### config.mk
export PLATFORM = sky130hd
export DESIGN_NAME = ts_null_packet_filter_framer
export DESIGN_NICKNAME = d
export VERILOG_FILES = /design/src/rtl/tsnf_pkg.sv /design/src/rtl/tsnf_front.sv /design/src/rtl/tsnf_queue.sv /design/src/rtl/tsnf_back.sv /design/src/rtl/ts_null_packet_filter_framer.sv
export SDC_FILE = /design/constraint.sdc
export NUM_CORES = 1
export LEC_CHECK = 0
export ABC_AREA = 1
export CORE_MARGIN = 2
export CORE_UTILIZATION = 30
export DETAILED_ROUTE_END_ITERATION = 12
export DONT_BUFFER_PORTS = 1
export SYNTH_ARGS = -nofsm -noshare
export SYNTH_HDL_FRONTEND = slang
export SYNTH_SLANG_ARGS = --single-unit
### constraint.sdc
create_clock -name clk -period 6.5 [get_ports clk]
set_input_delay 1.95 -clock clk [delete_from_list [all_inputs] [get_ports clk]]
set_output_delay 1.95 -clock clk [all_outputs]
set_load 0.02 [all_outputs]
### src/rtl/tsnf_pkg.sv
// shared types and constants for the transport stream null packet filter framer
package tsnf_pkg;

  localparam logic [7:0]  SYNC_BYTE       = 8'h47;
  localparam logic [12:0] NULL_PID        = 13'h1fff;
  localparam logic [4:0]  PID_HI_MASK     = 5'h1f;
  localparam int          PPF_W           = 7;
  localparam logic [6:0]  PPF_RESET       = 7'd7;

  // one queued emit job: a single word, or two held header bytes plus the pid byte
  typedef struct packed {
    logic [7:0] hdr0;
    logic [7:0] hdr1;
    logic [7:0] data;
    logic       fe;
    logic       triple;
  } tsnf_entry_t;

  // back end sequencer states
  typedef enum logic [2:0] {
    ST_IDLE = 3'b001,
    ST_HDR1 = 3'b010,
    ST_DATA = 3'b100
  } tsnf_back_state_t;

endpackage

### src/rtl/tsnf_front.sv
// front end: sync hunt, packet position, pid classification and frame counting
module tsnf_front
  import tsnf_pkg::*;
#(
  parameter int PACKET_LEN = 188
) (
  input  logic                  clk,
  input  logic                  rst,
  input  logic                  cfg_we,
  input  logic [PPF_W-1:0]      cfg_wdata,
  input  logic                  in_valid,
  output logic                  in_ready,
  input  logic [7:0]            in_byte,
  input  logic                  q_full,
  output logic                  push,
  output tsnf_entry_t           push_entry
);

  localparam int PosW = $clog2(PACKET_LEN);

  logic [PPF_W-1:0] packets_per_frame;
  logic             hunting;
  logic [PosW-1:0]  byte_position;
  logic [7:0]       hdr0;
  logic [7:0]       hdr1;
  logic             keep_packet;
  logic [PPF_W-1:0] kept_in_frame;

  logic             accept;
  logic             pkt_end;
  logic             pid_pos;
  logic             keep_now;
  logic [PPF_W-1:0] target;
  logic [PPF_W:0]   cnt;
  logic             frame_done;

  assign in_ready   = !q_full;
  assign accept     = in_valid && in_ready;
  assign pkt_end    = byte_position >= PosW'(PACKET_LEN - 1);
  assign pid_pos    = byte_position == PosW'(2);
  assign keep_now   = pid_pos ? ({hdr1[4:0] & PID_HI_MASK, in_byte} != NULL_PID) : keep_packet;
  assign target     = (packets_per_frame == '0) ? PPF_W'(1) : packets_per_frame;
  assign cnt        = {1'b0, kept_in_frame} + (PPF_W + 1)'(1);
  assign frame_done = keep_now && pkt_end && (cnt >= {1'b0, target});

  // a word goes to the queue for every byte from the pid byte on of a kept packet
  assign push = accept && !hunting && (byte_position >= PosW'(2)) && keep_now;

  always_comb begin
    push_entry.hdr0   = hdr0;
    push_entry.hdr1   = hdr1;
    push_entry.data   = in_byte;
    push_entry.fe     = frame_done;
    push_entry.triple = pid_pos;
  end

  always_ff @(posedge clk) begin
    if (rst) begin
      packets_per_frame <= PPF_RESET;
    end else if (cfg_we) begin
      packets_per_frame <= cfg_wdata;
    end
  end

  always_ff @(posedge clk) begin
    if (rst) begin
      hunting       <= 1'b1;
      byte_position <= '0;
      keep_packet   <= 1'b0;
      kept_in_frame <= '0;
    end else if (accept) begin
      if (hunting) begin
        if (in_byte == SYNC_BYTE) begin
          hunting       <= 1'b0;
          byte_position <= PosW'(1);
        end
      end else begin
        if (pid_pos) begin
          keep_packet <= keep_now;
        end
        if (keep_now && pkt_end && (byte_position >= PosW'(2))) begin
          if (frame_done) begin
            kept_in_frame <= '0;
            hunting       <= 1'b1;
          end else begin
            kept_in_frame <= cnt[PPF_W-1:0];
          end
        end
        byte_position <= pkt_end ? '0 : byte_position + PosW'(1);
      end
    end
  end

  // header bytes, no reset needed
  always_ff @(posedge clk) begin
    if (accept) begin
      if (hunting) begin
        if (in_byte == SYNC_BYTE) begin
          hdr0 <= in_byte;
        end
      end else if (byte_position == '0) begin
        hdr0 <= in_byte;
      end else if (byte_position == PosW'(1)) begin
        hdr1 <= in_byte;
      end
    end
  end

endmodule

### src/rtl/tsnf_queue.sv
// small register fifo of emit jobs between front and back end
module tsnf_queue
  import tsnf_pkg::*;
#(
  parameter int DEPTH = 4
) (
  input  logic        clk,
  input  logic        rst,
  input  logic        push,
  input  tsnf_entry_t push_entry,
  output logic        full,
  input  logic        pop,
  output logic        not_empty,
  output tsnf_entry_t head
);

  localparam int AW = (DEPTH > 1) ? $clog2(DEPTH) : 1;
  localparam int CW = $clog2(DEPTH + 1);

  tsnf_entry_t    mem [DEPTH];
  logic [AW-1:0]  wr_ptr;
  logic [AW-1:0]  rd_ptr;
  logic [CW-1:0]  count;

  assign full      = count == CW'(DEPTH);
  assign not_empty = count != '0;
  assign head      = mem[rd_ptr];

  always_ff @(posedge clk) begin
    if (push) begin
      mem[wr_ptr] <= push_entry;
    end
  end

  always_ff @(posedge clk) begin
    if (rst) begin
      wr_ptr <= '0;
      rd_ptr <= '0;
      count  <= '0;
    end else begin
      if (push) begin
        wr_ptr <= (wr_ptr == AW'(DEPTH - 1)) ? '0 : wr_ptr + AW'(1);
      end
      if (pop) begin
        rd_ptr <= (rd_ptr == AW'(DEPTH - 1)) ? '0 : rd_ptr + AW'(1);
      end
      if (push && !pop) begin
        count <= count + CW'(1);
      end else if (pop && !push) begin
        count <= count - CW'(1);
      end
    end
  end

endmodule

### src/rtl/tsnf_back.sv
// back end: expands queued jobs into output words behind an output register
module tsnf_back
  import tsnf_pkg::*;
(
  input  logic        clk,
  input  logic        rst,
  input  logic        q_not_empty,
  input  tsnf_entry_t q_head,
  output logic        pop,
  output logic        out_valid,
  input  logic        out_ready,
  output logic [7:0]  out_byte,
  output logic        frame_end,
  output logic        run_last
);

  tsnf_back_state_t state;
  tsnf_entry_t      cur;
  logic             load;

  assign load = !out_valid || out_ready;
  assign pop  = load && (state == ST_IDLE) && q_not_empty;

  always_ff @(posedge clk) begin
    if (rst) begin
      state     <= ST_IDLE;
      out_valid <= 1'b0;
    end else if (load) begin
      unique case (state)
        ST_IDLE: begin
          out_valid <= q_not_empty;
          if (q_not_empty && q_head.triple) begin
            state <= ST_HDR1;
          end
        end
        ST_HDR1: begin
          out_valid <= 1'b1;
          state     <= ST_DATA;
        end
        ST_DATA: begin
          out_valid <= 1'b1;
          state     <= ST_IDLE;
        end
        default: begin
          out_valid <= 1'b0;
          state     <= ST_IDLE;
        end
      endcase
    end
  end

  // payload, no reset needed
  always_ff @(posedge clk) begin
    if (load) begin
      unique case (state)
        ST_IDLE: begin
          cur <= q_head;
          if (q_head.triple) begin
            out_byte  <= q_head.hdr0;
            frame_end <= 1'b0;
            run_last  <= 1'b0;
          end else begin
            out_byte  <= q_head.data;
            frame_end <= q_head.fe;
            run_last  <= 1'b1;
          end
        end
        ST_HDR1: begin
          out_byte  <= cur.hdr1;
          frame_end <= 1'b0;
          run_last  <= 1'b0;
        end
        ST_DATA: begin
          out_byte  <= cur.data;
          frame_end <= cur.fe;
          run_last  <= 1'b1;
        end
        default: begin
          out_byte  <= cur.data;
          frame_end <= 1'b0;
          run_last  <= 1'b0;
        end
      endcase
    end
  end

endmodule

### src/rtl/ts_null_packet_filter_framer.sv
// top level of the transport stream null packet filter framer
// path: each kept byte from the pid byte on is pushed into the job queue, and the back end
// expands each job into the registered output; the pid byte job also emits both header bytes
// throughput: one input word per cycle unless the queue is full; a kept pid byte costs three words
// the job queue absorbs that burst, the rest goes one word per cycle on both sides unless stalled
// reset: synchronous, returns to sync hunt, empties the queue, packets_per_frame back to 7
module ts_null_packet_filter_framer
  import tsnf_pkg::*;
#(
  parameter int PACKET_LEN  = 188,
  parameter int QUEUE_DEPTH = 4
) (
  input  logic             clk,
  input  logic             rst,
  // configuration: packets_per_frame
  input  logic             cfg_we,
  input  logic [PPF_W-1:0] cfg_wdata,
  // input byte stream
  input  logic             in_valid,
  output logic             in_ready,
  input  logic [7:0]       in_byte,
  // output word stream
  output logic             out_valid,
  input  logic             out_ready,
  output logic [7:0]       out_byte,
  output logic             frame_end,
  output logic             run_last
);

  // front to queue
  logic        push;
  tsnf_entry_t push_entry;
  logic        q_full;

  // queue to back
  logic        pop;
  logic        q_not_empty;
  tsnf_entry_t q_head;

  // front end classifies each byte: hunt, hold header, drop or emit
  tsnf_front #(
    .PACKET_LEN (PACKET_LEN)
  ) u_front (
    .clk        (clk),
    .rst        (rst),
    .cfg_we     (cfg_we),
    .cfg_wdata  (cfg_wdata),
    .in_valid   (in_valid),
    .in_ready   (in_ready),
    .in_byte    (in_byte),
    .q_full     (q_full),
    .push       (push),
    .push_entry (push_entry)
  );

  // decouples the one-word-per-byte front from the three-word header burst
  tsnf_queue #(
    .DEPTH (QUEUE_DEPTH)
  ) u_queue (
    .clk        (clk),
    .rst        (rst),
    .push       (push),
    .push_entry (push_entry),
    .full       (q_full),
    .pop        (pop),
    .not_empty  (q_not_empty),
    .head       (q_head)
  );

  // back end sequences words into the registered output
  tsnf_back u_back (
    .clk         (clk),
    .rst         (rst),
    .q_not_empty (q_not_empty),
    .q_head      (q_head),
    .pop         (pop),
    .out_valid   (out_valid),
    .out_ready   (out_ready),
    .out_byte    (out_byte),
    .frame_end   (frame_end),
    .run_last    (run_last)
  );

endmodule

==> run metrics <==
status=finished clean; # rows=58; count of cell types in the netlist=39; CTS tree=done; Setup TNS Final=0 ns; flops & latches, synth=184; Initial DRC Count=334; vias in the first global route=4292; die area=0.0266 mm²; slowest cell on the critical path=nor2_2; Root Buffer=clkbuf_16; part of the cycle the worst path needs=0.554; Area Growth Syn to Fin=13.3%; grt total ovfl=0; crit start category=input port; Final Hold Vio Count=0; share of layout cells above drive strength 1=0.0982; HPWL Detailed=9120 µm; max-cap viol count=0; Port Buffers=0; CP Capture Type=flop; largest net degree at the start of global routing=55; most common cell after layout, fill and taps aside=edfxtp_1; number of top-level pins=32; Post-DP Area=0.00798 mm²; LEAKAGE=3.08 nW; Vias=4610; WP data required=6.81 ns; WP data arrival=3.91 ns; relative slew slack=0.462; syn_nets=702; Hold Crit Class=flop to flop; # hold bufs at CTS=0; Pwr Density=382 mW/mm²; PnR worst setup slack=2.90 ns; Via density=4.56; final worst path period need=3.60 ns; Worst Tran Pin Value=0.807 ns; drt wl/cell=14.1 µm; unrepaired setup endpoints after global routing=no; mapped cell area=0.00759 mm²; global-route wire length before repair=22800 µm; GP Congestion=0.714; synthesized area per cell=11.4 µm²; R2R Setup Slk=3.65 ns; dpl ws=2.46 ns; TritonCTS Buffers=17; PostCTS Resize Cnt=0; Core Region=0.0250 mm²; CTS sink cnt=184; Worst-path clk slew=0.07 ns; DRC=0; CP Class=input port to flop; antenna viol nets, final=0; Critical Path Start=out_ready; Final Core Density=0.343; chip width=163 µm; Synth Instances=663; GRT Total Usage=0.112; most frequent cells in the layout=edfxtp_1, nor2_1, o21ai_0; Nets=708; r2r startpoint=u_back.state[0]; final-report setup violation count=0; Clock Skew=0.0101 ns; YS warnings=0; buffer count from post-CTS setup fixing=0; Die H=163 µm; htree depth=4; initial antenna violation count=0; Initial Util=0.303; worst skew pair latency=0.43 ns; Routed Wire Length=14300 µm; Final Cell Area=0.00860 mm²; worst-path maximum fanout=18; antenna cells=0; drt first pass iters=4; Final Max Slew Viols=0; Hold Path Origin=u_front.packets_per_frame[0]; Slowest Stage Delay on Critical Path=0.63 ns; Clock Path Buffers=2; fmax=278 MHz; maximum VDD drop=0.000207 V; CP cell instances=nor2_1 -> nor2_2 -> nand2_1 -> ha_1 -> inv_1 -> fa_1 -> o21ai_0 -> a21oi_1; sequential fraction of the synthesis area=0.679
==> critical path: cells and delay by family <==
family          cells  cell delay [ns]
compound gates      2             0.24
buf+inv             1             0.09
fa+ha+maj           2             0.66
simple gates        3             0.96
==> layout make-up <==
cell class / count / area [µm²]
clock buffers: 18 / 429
clock inverters: 14 / 189
fillers: 2446 / 16400
inverters: 62 / 233
multi-input cells: 396 / 2120
flip-flops and latches: 184 / 5150
well taps: 330 / 413
repair buffers: 8 / 60.1
==> stage by stage <==
step	power [W]	hold slack, ns	instances
CTS	0.00331	0.477	1012
detailed placement	0.00226	0.457	980
global route	0.00348	0.516	1012
finish	0.00329	0.475	1012
global placement	0.00224	0.454	980
floorplan	0.00206	0.430	663
==> cell usage after synthesis <==
cell type / n / area [µm²]
nand2_1: 75 / 282
nor2_1: 89 / 334
buf_2: 9 / 45.0
fa_1: 1 / 20.0
inv_1: 59 / 221
clkbuf_1: 12 / 45.0
edfxtp_1: 147 / 4410
nand3b_1: 1 / 7.51
nor3_2: 2 / 20.0
or2_2: 2 / 12.5
ha_1: 18 / 225
a41oi_1: 1 / 8.76
nor3b_1: 1 / 7.51
a21oi_2: 1 / 8.76
xor2_1: 5 / 43.8
nor4_1: 1 / 6.26
a21oi_1: 36 / 180
o211ai_1: 1 / 7.51
nor2_2: 3 / 18.8
nor2_4: 3 / 33.8
o21a_1: 1 / 7.51
o21ai_1: 1 / 5.00
o22ai_1: 25 / 156
nor2_8: 1 / 20.0
nand3_2: 2 / 20.0
o21ai_0: 78 / 390
nand4_1: 10 / 62.6
nand2_4: 3 / 33.8
xnor2_1: 1 / 8.76
dfxtp_1: 37 / 741
a31o_2: 1 / 8.76
nand3_1: 21 / 105
nor3_1: 5 / 25.0
and2_0: 1 / 6.26
inv_2: 3 / 11.3
o211a_1: 1 / 10.0
nand2_2: 3 / 18.8
and3_1: 1 / 6.26
o21ai_2: 1 / 8.76
==> state kept, by name, indices dropped and copies added (netlist names), 7 cells and up, named ones only <==
name                       count
u_back.cur                    17
u_back.out_byte                8
u_front.byte_position          8
u_front.hdr0                   8
u_front.hdr1                   8
u_front.kept_in_frame          7
u_front.packets_per_frame      7
u_queue.mem                  104
==> report_power, final <==
group          internal (W)  switching [W]
Sequential          0.00145      0.0000898
Combinational      0.000196       0.000490
Clock              0.000616       0.000448
Total               0.00226        0.00103
==> worst paths after layout <==
path | endpoint | cells past startpoint
setup / recovery | u_queue.count[1] | 8
hold / removal | u_front.packets_per_frame[0] | 2
setup reg to reg | u_queue.count[1] | 10
hold reg to reg | u_front.packets_per_frame[0] | 2
==> cells by family after synthesis <==
family                     after synthesis  synth area share
AOI/OAI and AO/OA                      147             0.104
xor gates and xnor gates                 6           0.00693
adders and majority gates               19            0.0323
buffers and inverters                   83            0.0425
DFF                                    184             0.679
and+or+nand+nor                        224             0.134
==> per-layer routing <==
| metal | GRT usage | vias up | routed length, µm | part of all wire |
|---|---|---|---|---|
| li1 | - | 2333 | - | - |
| met1 | 0.149 | 2189 | 6810 | 0.48 |
| met2 | 0.177 | 77 | 6630 | 0.47 |
| met3 | 0.0317 | 11 | 649 | 0.045 |
| met4 | 0.0398 | 0 | 169 | 0.012 |
| met5 | 0 | - | 0 | 0 |
No activity file was read; power rests on OpenSTA's default activity.
